$ cat src/frpp_pkg.sv
// Package for the FEC redundancy pacing planner.
// Holds the shared types, register codes and pipeline constants; no dependencies.
`timescale 1ns / 1ps

package frpp_pkg;

  // Field widths of the configuration registers and the item fields.
  localparam int SymW   = 9;
  localparam int RatioW = 10;
  localparam int TailW  = 9;
  localparam int IdxW   = 8;
  localparam int PktW   = 9;
  localparam int TotW   = 12;
  localparam int CfgIdxW  = 2;
  localparam int CfgDataW = 10;

  // Remainder pipeline: dividend bits, bits per stage and stage count.
  localparam int DvdW      = 9;
  localparam int DsrW      = 10;
  localparam int RemSteps  = 3;
  localparam int RemStages = DvdW / RemSteps;

  // Register indexes of the configuration port.
  localparam logic [CfgIdxW-1:0] CFG_SYMBOL_COUNT = 2'd0;
  localparam logic [CfgIdxW-1:0] CFG_SEND_RATIO   = 2'd1;
  localparam logic [CfgIdxW-1:0] CFG_TAIL_COUNT   = 2'd2;

  // Sequencer states of the per-configuration planning unit.
  typedef enum logic [3:0] {
    PL_BASE,
    PL_REM,
    PL_MUL,
    PL_EST,
    PL_RED,
    PL_TAIL,
    PL_DIV,
    PL_SPAN,
    PL_DONE
  } plan_state_e;

  // Values derived from the configuration, constant while items flow.
  typedef struct packed {
    logic             done;
    logic [SymW-1:0]  s;
    logic [3:0]       base;
    logic [TailW-1:0] tail;
    logic [SymW-1:0]  pace;
    logic [SymW-1:0]  q;
    logic [SymW-1:0]  big_span;
    logic [TotW-1:0]  total;
    logic             clamped;
  } plan_t;

  // Payload of one item inside the remainder pipeline.
  typedef struct packed {
    logic [IdxW-1:0] idx;
    logic [DvdW-1:0] dvd;
    logic [DsrW-1:0] dsr;
    logic [DsrW-1:0] rem;
  } rem_t;

endpackage

$ cat src/frpp_plan.sv
// Configuration registers and the sequencer that derives the pacing plan from them.
// Depends on frpp_pkg for the plan type, register codes and state enum.
`timescale 1ns / 1ps

module frpp_plan #(
  parameter int MAX_SYMBOLS = 256
) (
  input  logic                           clk_i,
  input  logic                           rst_ni,
  input  logic                           cfg_valid_i,
  output logic                           cfg_ready_o,
  input  logic [frpp_pkg::CfgIdxW-1:0]   cfg_index_i,
  input  logic [frpp_pkg::CfgDataW-1:0]  cfg_data_i,
  output frpp_pkg::plan_t                plan_o
);
  import frpp_pkg::*;

  localparam logic [12:0] MaxSym = 13'(MAX_SYMBOLS);

  logic [SymW-1:0]   symbol_count_q;
  logic [RatioW-1:0] send_ratio_q;
  logic [TailW-1:0]  tail_count_q;
  logic              cfg_we;

  plan_state_e state_q, state_d;

  logic [SymW-1:0]  s_q;
  logic [3:0]       base_q;
  logic [6:0]       pct_q;
  logic [15:0]      v_q;
  logic [12:0]      sbase_q;
  logic [SymW-1:0]  est_q;
  logic [SymW-1:0]  red_q;
  logic [TailW-1:0] tail_q;
  logic [SymW-1:0]  pace_q;
  logic [TotW-1:0]  total_q;
  logic             clamped_q;
  logic [DsrW-1:0]  div_rem_q;
  logic [SymW-1:0]  div_dvd_q;
  logic [SymW-1:0]  div_quo_q;
  logic [3:0]       div_cnt_q;
  logic [SymW-1:0]  q_q;
  logic [SymW-1:0]  big_span_q;

  logic [SymW-1:0]  s_eff;
  logic [15:0]      base_prod;
  logic [10:0]      pct_full;
  logic [25:0]      est_prod;
  logic [15:0]      red_rv;
  logic [13:0]      tot_sum;
  logic [DsrW:0]    div_shift;
  logic [DsrW:0]    div_sub;
  logic [18:0]      span_prod;

  assign cfg_ready_o = 1'b1;
  assign cfg_we      = cfg_valid_i && cfg_ready_o;

  // Configuration registers; unknown indexes are ignored.
  always_ff @(posedge clk_i or negedge rst_ni) begin
    if (!rst_ni) begin
      symbol_count_q <= 9'd16;
      send_ratio_q   <= 10'd100;
      tail_count_q   <= 9'd0;
    end else if (cfg_we) begin
      case (cfg_index_i)
        CFG_SYMBOL_COUNT: symbol_count_q <= cfg_data_i[SymW-1:0];
        CFG_SEND_RATIO:   send_ratio_q   <= cfg_data_i[RatioW-1:0];
        CFG_TAIL_COUNT:   tail_count_q   <= cfg_data_i[TailW-1:0];
        default: ;
      endcase
    end
  end

  // Effective symbol count: zero counts as one, large counts saturate.
  always_comb begin
    s_eff = symbol_count_q;
    if (symbol_count_q == '0) begin
      s_eff = 9'd1;
    end else if ({4'd0, symbol_count_q} > MaxSym) begin
      s_eff = MaxSym[SymW-1:0];
    end
  end

  // Datapath helpers. ratio*41>>12 equals ratio/100 over the whole 10-bit range.
  assign base_prod = 16'(send_ratio_q) * 16'd41;
  assign pct_full  = 11'(send_ratio_q) - 11'(base_q) * 11'd100;
  // v*655>>16 undershoots v/100 by less than one, so one correction follows.
  assign est_prod  = 26'(v_q) * 26'd655;
  assign red_rv    = v_q - 16'(est_q) * 16'd100;
  assign tot_sum   = 14'(red_q) + 14'(sbase_q);
  assign div_shift = {div_rem_q, div_dvd_q[SymW-1]};
  assign div_sub   = div_shift - {2'b00, pace_q};
  assign span_prod = 19'(div_rem_q[SymW-1:0]) * (19'(div_quo_q) + 19'd1);

  // State register; any write restarts the planning pass.
  always_ff @(posedge clk_i or negedge rst_ni) begin
    if (!rst_ni) begin
      state_q <= PL_BASE;
    end else begin
      state_q <= state_d;
    end
  end

  // Next state.
  always_comb begin
    state_d = state_q;
    case (state_q)
      PL_BASE: state_d = PL_REM;
      PL_REM:  state_d = PL_MUL;
      PL_MUL:  state_d = PL_EST;
      PL_EST:  state_d = PL_RED;
      PL_RED:  state_d = PL_TAIL;
      PL_TAIL: state_d = PL_DIV;
      PL_DIV:  state_d = (div_cnt_q == 4'd1) ? PL_SPAN : PL_DIV;
      PL_SPAN: state_d = PL_DONE;
      PL_DONE: state_d = PL_DONE;
      default: state_d = PL_BASE;
    endcase
    if (cfg_we) begin
      state_d = PL_BASE;
    end
  end

  // Planning datapath, one step per state.
  always_ff @(posedge clk_i) begin
    case (state_q)
      PL_BASE: begin
        s_q    <= s_eff;
        base_q <= base_prod[15:12];
      end
      PL_REM: begin
        pct_q <= pct_full[6:0];
      end
      PL_MUL: begin
        v_q     <= 16'(s_q) * 16'(pct_q) + 16'd99;
        sbase_q <= 13'(s_q) * 13'(base_q);
      end
      PL_EST: begin
        est_q <= est_prod[24:16];
      end
      PL_RED: begin
        red_q <= (red_rv >= 16'd100) ? est_q + 9'd1 : est_q;
      end
      PL_TAIL: begin
        if (tail_count_q > red_q) begin
          tail_q    <= red_q;
          pace_q    <= '0;
          clamped_q <= 1'b1;
        end else begin
          tail_q    <= tail_count_q;
          pace_q    <= red_q - tail_count_q;
          clamped_q <= 1'b0;
        end
        total_q   <= (tot_sum > 14'd4095) ? 12'd4095 : tot_sum[TotW-1:0];
        div_rem_q <= '0;
        div_dvd_q <= s_q;
        div_quo_q <= '0;
        div_cnt_q <= 4'(SymW);
      end
      PL_DIV: begin
        // Restoring division of S by pace, one quotient bit a cycle.
        if (div_sub[DsrW] == 1'b0) begin
          div_rem_q <= div_sub[DsrW-1:0];
          div_quo_q <= {div_quo_q[SymW-2:0], 1'b1};
        end else begin
          div_rem_q <= div_shift[DsrW-1:0];
          div_quo_q <= {div_quo_q[SymW-2:0], 1'b0};
        end
        div_dvd_q <= {div_dvd_q[SymW-2:0], 1'b0};
        div_cnt_q <= div_cnt_q - 4'd1;
      end
      PL_SPAN: begin
        q_q        <= div_quo_q;
        big_span_q <= (pace_q == '0) ? '0 : span_prod[SymW-1:0];
      end
      default: ;
    endcase
  end

  // Plan seen by the item pipeline.
  always_comb begin
    plan_o.done     = (state_q == PL_DONE);
    plan_o.s        = s_q;
    plan_o.base     = base_q;
    plan_o.tail     = tail_q;
    plan_o.pace     = pace_q;
    plan_o.q        = q_q;
    plan_o.big_span = big_span_q;
    plan_o.total    = total_q;
    plan_o.clamped  = clamped_q;
  end

  // A write always invalidates the plan on the next cycle.
  a_write_restarts: assert property (@(posedge clk_i) disable iff (!rst_ni)
    cfg_we |=> !plan_o.done)
    else $error("plan still marked done after a configuration write");

  // The clamped tail and the paced count add back up to the redundant count.
  a_split_sum: assert property (@(posedge clk_i) disable iff (!rst_ni)
    plan_o.done |-> (10'(tail_q) + 10'(pace_q) == 10'(red_q)))
    else $error("tail plus pace differs from redundant count");

  // With pacing active every sub-generation holds at least one symbol.
  a_quotient_nonzero: assert property (@(posedge clk_i) disable iff (!rst_ni)
    (plan_o.done && pace_q != '0) |-> (q_q != '0))
    else $error("sub-generation size is zero");

  // The larger sub-generations never reach past the generation.
  a_span_in_gen: assert property (@(posedge clk_i) disable iff (!rst_ni)
    plan_o.done |-> (big_span_q <= s_q))
    else $error("large sub-generation span exceeds symbol count");

endmodule

$ cat src/frpp_rem_stage.sv
// One register stage of the pipelined remainder unit, a few restoring steps deep.
// Depends on frpp_pkg for the item payload type and step count.
`timescale 1ns / 1ps

module frpp_rem_stage (
  input  logic           clk_i,
  input  logic           rst_ni,
  input  logic           valid_i,
  output logic           ready_o,
  input  frpp_pkg::rem_t data_i,
  output logic           valid_o,
  input  logic           ready_i,
  output frpp_pkg::rem_t data_o
);
  import frpp_pkg::*;

  logic valid_q;
  rem_t data_q;
  rem_t data_d;

  // Restoring steps: shift in the next dividend bit, subtract where it fits.
  always_comb begin
    logic [DsrW:0] shifted;
    logic [DsrW:0] diff;
    data_d = data_i;
    for (int k = 0; k < RemSteps; k++) begin
      shifted    = {data_d.rem, data_d.dvd[DvdW-1]};
      diff       = shifted - {1'b0, data_d.dsr};
      data_d.rem = (diff[DsrW] == 1'b0) ? diff[DsrW-1:0] : shifted[DsrW-1:0];
      data_d.dvd = {data_d.dvd[DvdW-2:0], 1'b0};
    end
  end

  assign ready_o = !valid_q || ready_i;

  // Stage register with its valid bit.
  always_ff @(posedge clk_i or negedge rst_ni) begin
    if (!rst_ni) begin
      valid_q <= 1'b0;
    end else if (ready_o) begin
      valid_q <= valid_i;
    end
  end

  always_ff @(posedge clk_i) begin
    if (ready_o && valid_i) begin
      data_q <= data_d;
    end
  end

  assign valid_o = valid_q;
  assign data_o  = data_q;

endmodule

$ cat src/fec_redundancy_pacing_planner.sv
// Top level of the FEC redundancy pacing planner: plan unit plus item pipeline.
// Depends on frpp_pkg, frpp_plan and frpp_rem_stage.
`timescale 1ns / 1ps

// Usage:
// The configuration channel (cfg_valid_i, cfg_ready_o, cfg_index_i, cfg_data_i)
// writes symbol_count (index 0), the send ratio (1) and tail_count (2); it is
// always ready. After reset and after every write the plan unit derives base,
// redundant, tail and pacing figures, one sequencer step a cycle with a
// bit-serial division of the symbol count by the pace; until the plan is
// done s_axis_tready_o stays low.
// Each input item on s_axis carries a symbol index; each result on m_axis
// carries the packet count for that symbol, the packets per generation and
// the tail clamp flag. One item is accepted per cycle once the plan is ready
// and while the pipeline is not backed up. An item passes five registers: an
// entry stage, three stages of the remainder unit (three restoring steps each)
// and the output register, which drives m_axis_tvalid_o. Each stage has
// its own valid bit; when the receiver stalls, results wait in the output
// register and items keep entering until the stages ahead are full, so
// nothing is lost or repeated.
// Reset clears all valid bits and restores the register defaults.

module fec_redundancy_pacing_planner #(
  parameter int MAX_SYMBOLS = 256
) (
  input  logic                          clk_i,
  input  logic                          rst_ni,
  input  logic                          cfg_valid_i,
  output logic                          cfg_ready_o,
  input  logic [frpp_pkg::CfgIdxW-1:0]  cfg_index_i,
  input  logic [frpp_pkg::CfgDataW-1:0] cfg_data_i,
  input  logic                          s_axis_tvalid_i,
  output logic                          s_axis_tready_o,
  // tdata: symbol_index [7:0]
  input  logic [7:0]                    s_axis_tdata_i,
  output logic                          m_axis_tvalid_o,
  input  logic                          m_axis_tready_i,
  // tdata: packets_for_symbol [8:0], total_packets [20:9], tail_clamped [21], zero [23:22]
  output logic [23:0]                   m_axis_tdata_o
);
  import frpp_pkg::*;

  plan_t plan;

  logic            s0_valid_q;
  logic [IdxW-1:0] s0_idx_q;
  logic            s0_ready;

  logic            st_valid [RemStages+1];
  logic            st_ready [RemStages+1];
  rem_t            st_data  [RemStages+1];

  logic            out_valid_q;
  logic [23:0]     out_data_q;
  logic            out_ready;

  logic [SymW-1:0] idx9;
  logic            in_big;
  rem_t            fin;
  logic [SymW-1:0] fin_idx9;
  logic            extra;
  logic [9:0]      pkt_sum;
  logic [PktW-1:0] pkt_sat;

  frpp_plan #(
    .MAX_SYMBOLS(MAX_SYMBOLS)
  ) u_plan (
    .clk_i       (clk_i),
    .rst_ni      (rst_ni),
    .cfg_valid_i (cfg_valid_i),
    .cfg_ready_o (cfg_ready_o),
    .cfg_index_i (cfg_index_i),
    .cfg_data_i  (cfg_data_i),
    .plan_o      (plan)
  );

  // Entry stage: register the symbol index.
  assign s0_ready        = !s0_valid_q || st_ready[0];
  assign s_axis_tready_o = plan.done && s0_ready;

  always_ff @(posedge clk_i or negedge rst_ni) begin
    if (!rst_ni) begin
      s0_valid_q <= 1'b0;
    end else if (s0_ready) begin
      s0_valid_q <= s_axis_tvalid_i && plan.done;
    end
  end

  always_ff @(posedge clk_i) begin
    if (s_axis_tvalid_i && s_axis_tready_o) begin
      s0_idx_q <= s_axis_tdata_i;
    end
  end

  // Choose dividend and divisor: large sub-generations first, then the rest.
  assign idx9   = {1'b0, s0_idx_q};
  assign in_big = idx9 < plan.big_span;

  always_comb begin
    st_data[0].idx = s0_idx_q;
    st_data[0].rem = '0;
    if (in_big) begin
      st_data[0].dvd = idx9 + 9'd1;
      st_data[0].dsr = {1'b0, plan.q} + 10'd1;
    end else begin
      st_data[0].dvd = idx9 - plan.big_span + 9'd1;
      st_data[0].dsr = {1'b0, plan.q};
    end
  end
  assign st_valid[0] = s0_valid_q;

  // Remainder pipeline.
  for (genvar i = 0; i < RemStages; i++) begin : g_rem
    frpp_rem_stage u_stage (
      .clk_i   (clk_i),
      .rst_ni  (rst_ni),
      .valid_i (st_valid[i]),
      .ready_o (st_ready[i]),
      .data_i  (st_data[i]),
      .valid_o (st_valid[i+1]),
      .ready_i (st_ready[i+1]),
      .data_o  (st_data[i+1])
    );
  end

  // Final count: base, one extra at a sub-generation end, tail on the last symbol.
  assign fin      = st_data[RemStages];
  assign fin_idx9 = {1'b0, fin.idx};
  assign extra    = (plan.pace != '0) && (fin.rem == '0);

  always_comb begin
    pkt_sum = 10'(plan.base) + 10'(extra);
    if (fin_idx9 == plan.s - 9'd1) begin
      pkt_sum = pkt_sum + 10'(plan.tail);
    end
    pkt_sat = pkt_sum[9] ? 9'd511 : pkt_sum[PktW-1:0];
    if (fin_idx9 >= plan.s) begin
      pkt_sat = '0;
    end
  end

  // Output register.
  assign out_ready             = !out_valid_q || m_axis_tready_i;
  assign st_ready[RemStages]   = out_ready;

  always_ff @(posedge clk_i or negedge rst_ni) begin
    if (!rst_ni) begin
      out_valid_q <= 1'b0;
    end else if (out_ready) begin
      out_valid_q <= st_valid[RemStages];
    end
  end

  always_ff @(posedge clk_i) begin
    if (out_ready && st_valid[RemStages]) begin
      out_data_q <= {2'b00, plan.clamped, plan.total, pkt_sat};
    end
  end

  assign m_axis_tvalid_o = out_valid_q;
  assign m_axis_tdata_o  = out_data_q;

endmodule

$ cat config.mk
export PLATFORM = sky130hd
export DESIGN_NAME = fec_redundancy_pacing_planner
export DESIGN_NICKNAME = d
export VERILOG_FILES = /design/src/frpp_pkg.sv /design/src/frpp_plan.sv /design/src/frpp_rem_stage.sv /design/src/fec_redundancy_pacing_planner.sv
export SDC_FILE = /design/constraint.sdc
export NUM_CORES = 1
export LEC_CHECK = 0
export BUFFER_PORTS_ARGS = -buffer_cell sky130_fd_sc_hd__clkbuf_2
export CELL_PAD_IN_SITES_DETAIL_PLACEMENT = 1
export CELL_PAD_IN_SITES_GLOBAL_PLACEMENT = 2
export CORE_AREA = 2 2 282 284
export CTS_CLUSTER_DIAMETER = 200
export DETAILED_ROUTE_END_ITERATION = 12
export DIE_AREA = 0 0 284 286
export GPL_ROUTABILITY_DRIVEN = 0
export PLACE_DENSITY_LB_ADDON = 0.1
export SLEW_MARGIN = 25
export SYNTH_ARGS = -nofsm -noshare
export SYNTH_HDL_FRONTEND = slang
export SYNTH_SLANG_ARGS = --single-unit
$ cat constraint.sdc
create_clock -name clk_i -period 13.8 [get_ports clk_i]
set_input_delay 0.69 -clock clk_i [delete_from_list [all_inputs] [get_ports clk_i]]
set_output_delay 0.69 -clock clk_i [all_outputs]
set_load 0.02 [all_outputs]
Word-level counts from Yosys, hierarchy flattened
Cells that the tools add are included.

Input bits: 25. Register bits: 298.

Order comparisons: 6. Muxes and demuxes: 25. $mul: 7. Reductions and logical operators: 30. Equal/unequal tests: 12. $add $sub $neg: 25.

Operators by type and width (number): $mux 10 (11); $sub 11x10->11 (8); $mux 9 (4); $pmux 9 s2 (2); $pmux 4 s8 (1); $mul 16x10->25 const B (1); $add 9x1->10 const B (2); $pmux 10 s2 (1); $mul 9x19->9 (1); $mux 19 (1); $add 9x1->9 const B (2); $logic_not 9->1 (2); $add 16x7->16 const B (1); $eq 4x3->1 const B (4); $ge 16x7->1 const B (1); $mul 10x6->16 const B (1); $mul 9x7->16 (1); $sub 16x16->16 (1); $add 9x13->14 (1); $gt 14x12->1 const B (1); $mul 9x5->14 const B (1); $mul 9x4->13 (1); $sub 1x10->11 (1); $sub 11x9->11 (1); other kinds (32) (54).

Depth between registers and ports, before layout
Depth after elaboration: 9. Mapped depth: 36. Mapped depth without buffers: 36.

Cells and area by module
A second synthesis with hierarchy kept.

Cells, all modules: 2753. Area, all modules: 28835.2 µm².

By module, submodules not included: frpp_plan (area each 17242.8 µm², sequential area each 5250.0 µm², times used 1, cells an instance 1638); frpp_rem_stage (area each 2874.0 µm², sequential area each 1046.0 µm², times used 3, cells an instance 268); fec_redundancy_pacing_planner (area each 2970.3 µm², sequential area each 950.9 µm², times used 1, cells an instance 311).

Worst setup path before layout
Ideal clock, no wire load.

Path type: flip-flop to flip-flop. From: reg s0_idx_q[5]. To: reg g_rem[0].u_stage.data_q (netlist bit g_rem[0].u_stage.data_o[7]) (data pin). Setup slack: 6.188 ns. Data required time: 13.540 ns. Data arrival time: 7.352 ns. Path buffers: 2. Clock period less this slack: 7.612 ns. Stages on the path, launching flop included: 32. Cells stage by stage: edfxtp_1 -> ha_1 -> fa_1 -> a211o_2 -> o21ai_2 -> a21oi_2 -> buf_4 -> clkbuf_1 -> xnor2_1 -> ha_1 -> inv_1 -> ha_1 -> o31ai_1 -> nor2_1 -> mux2_2 -> fa_1 -> a2111oi_2 -> o32a_1 -> a311o_1 -> a21oi_2 -> nor2_1 -> mux2_2 -> fa_1 -> nor2b_1 -> o21ai_0 -> a21oi_1 -> o21ai_0 -> nand2b_1 -> a21oi_1 -> o21ai_0 -> xor2_4 -> mux2_4.

RTL lines: start, declared (RTL line fec_redundancy_pacing_planner.sv:46) `logic [IdxW-1:0] s0_idx_q;`; start signal, assigned (RTL line fec_redundancy_pacing_planner.sv:91) `s0_idx_q <= s_axis_tdata_i;`; end signal, assigned (RTL line frpp_rem_stage.sv:47) `data_q <= data_d;`; end, declared (RTL line frpp_rem_stage.sv:18) `rem_t data_q;`.

==> impl_metrics.env <==
export IMPL_grt_overflow=0
export IMPL_crit_path_frequent_cell="a21oi_1"
export IMPL_io_buffers=48
export IMPL_finalWirelength_mm=67.9
export IMPL_die_h_um=286
export IMPL_layout_common_cells="400 x ha_1, 338 x inv_1, 261 x edfxtp_1"
export IMPL_synth_xor_area_share=0.0681
export IMPL_dr_pass1_iters=7
export IMPL_syn_area_per_cell_um2=10.4
export IMPL_dp_hpwl_mm=54.6
export IMPL_start_util=0.346
export IMPL_maxCapViolations=0
export IMPL_rows=103
export IMPL_pin_count=52
export IMPL_via_per_inst=4.97
export IMPL_r2r_start="g_rem[1].u_stage.data_o[28]$_DFFE_PP_"
export IMPL_status="completed"
export IMPL_yosys_area_share_simple=0.123
export IMPL_drtAntennaViolNets=0
export IMPL_core_area_mm2=0.0784
export IMPL_rrSetupSlack_ps=5120
export IMPL_start_kind="flip-flop"
export IMPL_synth_area_mux_share=0.0436
export IMPL_yosysUniqueCellTypes=95
export IMPL_fmax_ghz=0.115
export IMPL_crit_type="flip-flop to flip-flop"
export IMPL_fin_skew_ps=13.1
export IMPL_hold_buffers=0
export IMPL_path_clk_slew_ps=60
export IMPL_dieArea_mm2=0.0812
export IMPL_synth_top_family_by_area="adder cells"
export IMPL_synth_fa_ha_area_frac=0.288
export IMPL_max_stage_delay_ps=740
export IMPL_via_count=18654
export IMPL_synth_edf_count=261
export IMPL_antenna_found_initial=0
export IMPL_dp_cells=3681
export IMPL_dieWidth_um=284
export IMPL_fillers=8816
export IMPL_drc=0
export IMPL_tns_ps=0
export IMPL_endpoint_kind="flip-flop"
export IMPL_setup_viol_count_final=0
export IMPL_reg2regPathDepth=30
export IMPL_cts_tree="yes"
export IMPL_hp_class="input port to asynchronous set/reset pin"
export IMPL_worstPathArrival_ps=8980
export IMPL_cts_root_buf="clkbuf_16"
export IMPL_syn2layout_area_growth_pct=10.7
export IMPL_hold_viol=0
export IMPL_yosysWarnings=0
export IMPL_layout_cells_non_filler=3752
export IMPL_synth_compound_area_frac=0.0986
export IMPL_reg2reg_to="g_rem[2].u_stage.data_o[1]$_DFFE_PP_"
export IMPL_maxSlewViolCount=0
export IMPL_synth_cell_area_mm2=0.0271
export IMPL_synth_main_ff_cell="edfxtp_1"
export IMPL_grt_use_total=0.170
export IMPL_clk_path_buf_depth=3
export IMPL_synthCells=2612
export IMPL_cts_resized=0
export IMPL_synthArstFlopShare=0.124
export IMPL_worstMarginPinSlew_ps=902
export IMPL_min_period_ps=8680
export IMPL_grt_setup_unrepaired="false"
export IMPL_grt_max_degree=38
export IMPL_layout_commonest_cell="ha_1"
export IMPL_clk_latency_ps=560
export IMPL_ys_ff_latch=298
export IMPL_cts_buffers=39
export IMPL_seq_area_frac_synth=0.323
export IMPL_wire_per_inst_um=18.1
export IMPL_path_max_fanout=14
export IMPL_drive_gt1_frac=0.0907
export IMPL_required_ps=14100
export IMPL_cts_sinks=298
export IMPL_grt_pass1_wl_mm=111
export IMPL_crit_slowest_cell="xnor2_1"
export IMPL_drt_iter0_drc=691
export IMPL_finalNetCount=3236
export IMPL_post_cts_buffers=0
export IMPL_slew_headroom=0.399
export IMPL_grt_pass1_vias=20396
export IMPL_fin_util=0.383
export IMPL_h_tree_depth=2
export IMPL_period_share=0.629
## worst max-delay path: cells and delay by family, from the launching register on
family,cells,cell delay (ps)
multiplexers,1,340
flip-flops,1,420
AND/OR/NAND/NOR,4,410
XOR/XNOR,3,1830
AO/OA/AOI/OAI,16,3680
buffers and inverters,2,140
adder cells (fa/ha/maj),4,1580
## per-layer routing
metal | vias to the layer above | GRT usage | part of all wire
met5 | - | 0 | 0
met4 | 0 | 0.0329 | 0.014
met3 | 56 | 0.0185 | 0.021
met2 | 146 | 0.284 | 0.46
met1 | 9281 | 0.240 | 0.50
li1 | 9171 | - | -
## sequential cells by signal, indices dropped and copies added (netlist names), 10 cells and up
name and cells:
g_rem.u_stage.data_o 83, m_axis_tdata_o 22, u_plan.v_q 16, u_plan.sbase_q 13, u_plan.total_q 12, u_plan.div_rem_q 10, u_plan.send_ratio_q 10
## logic make-up after synthesis
group | Yosys count
AND/OR/NAND/NOR | 672
adder cells (fa/ha/maj) | 541
AO/OA/AOI/OAI | 406
buffers and inverters | 389
flip-flops | 298
XOR/XNOR | 202
multiplexers | 102
other | 2
## worst max-delay path by stage
stage                                           from                                    to
5_1_grt        g_rem[1].u_stage.data_o[28]$_DFFE_PP_  g_rem[2].u_stage.data_o[7]$_DFFE_PP_
6_report       g_rem[1].u_stage.data_o[28]$_DFFE_PP_  g_rem[2].u_stage.data_o[1]$_DFFE_PP_
3_5_place_dp   g_rem[1].u_stage.data_o[28]$_DFFE_PP_  g_rem[2].u_stage.data_o[7]$_DFFE_PP_
2_1_floorplan                  s0_idx_q[5]$_DFFE_PP_  g_rem[0].u_stage.data_o[7]$_DFFE_PP_
3_3_place_gp   g_rem[1].u_stage.data_o[28]$_DFFE_PP_  g_rem[2].u_stage.data_o[1]$_DFFE_PP_
4_1_cts        g_rem[1].u_stage.data_o[28]$_DFFE_PP_  g_rem[2].u_stage.data_o[1]$_DFFE_PP_
## Yosys cell counts (5+ instances only)
library cell / instances / area share
o41ai_1: 7 / 0.0023
nand3_1: 30 / 0.0055
and2_1: 83 / 0.019
nand2_1: 179 / 0.025
and3_1: 11 / 0.0025
a31oi_1: 9 / 0.0021
mux2_2: 54 / 0.022
nand2b_1: 26 / 0.0060
buf_4: 6 / 0.0017
clkbuf_1: 41 / 0.0057
or2_2: 7 / 0.0016
nor2_1: 157 / 0.022
fa_1: 139 / 0.10
a21oi_1: 109 / 0.020
a21boi_0: 10 / 0.0028
ha_1: 400 / 0.18
a21o_1: 47 / 0.013
nand4_1: 19 / 0.0044
nor2b_1: 50 / 0.012
or4_1: 9 / 0.0025
inv_1: 338 / 0.047
nor4_1: 15 / 0.0035
nor4b_1: 5 / 0.0016
mux2i_1: 23 / 0.0085
o21bai_1: 20 / 0.0055
o21a_1: 21 / 0.0058
dfrtp_1: 33 / 0.030
mux2_1: 8 / 0.0033
a22oi_1: 7 / 0.0019
nor3_1: 56 / 0.010
a211oi_1: 12 / 0.0033
edfxtp_1: 261 / 0.29
a221o_1: 7 / 0.0026
o21ai_0: 91 / 0.017
nand3b_1: 6 / 0.0017
xnor2_1: 138 / 0.045
xor2_1: 58 / 0.019
mux2_4: 16 / 0.0089
## area by class of cell
cell class / count / area (µm²) / area share
antenna: 1 / 2.50 / 0.0000834
clock buffer: 45 / 1040 / 0.0346
clock inverter: 25 / 284 / 0.00946
inverter: 339 / 1270 / 0.0424
multi-input combinational: 1930 / 16900 / 0.565
sequential: 298 / 8770 / 0.292
tap: 1050 / 1310 / 0.0438
timing repair buffer: 64 / 380 / 0.0127
## per-stage QoR
stage	setup WS (ps)	area, µm²	hold slack [ps]
after CTS	5080	30000	305
after global routing	4280	30000	300
final	5120	30000	251
after global placement	5360	28600	404
after detailed placement	5170	28700	406
after floorplan	6190	27100	394
Power is left out: the tool's default activity adds up to more than one toggle a clock period on the data nets, which glitch-free logic cannot reach.
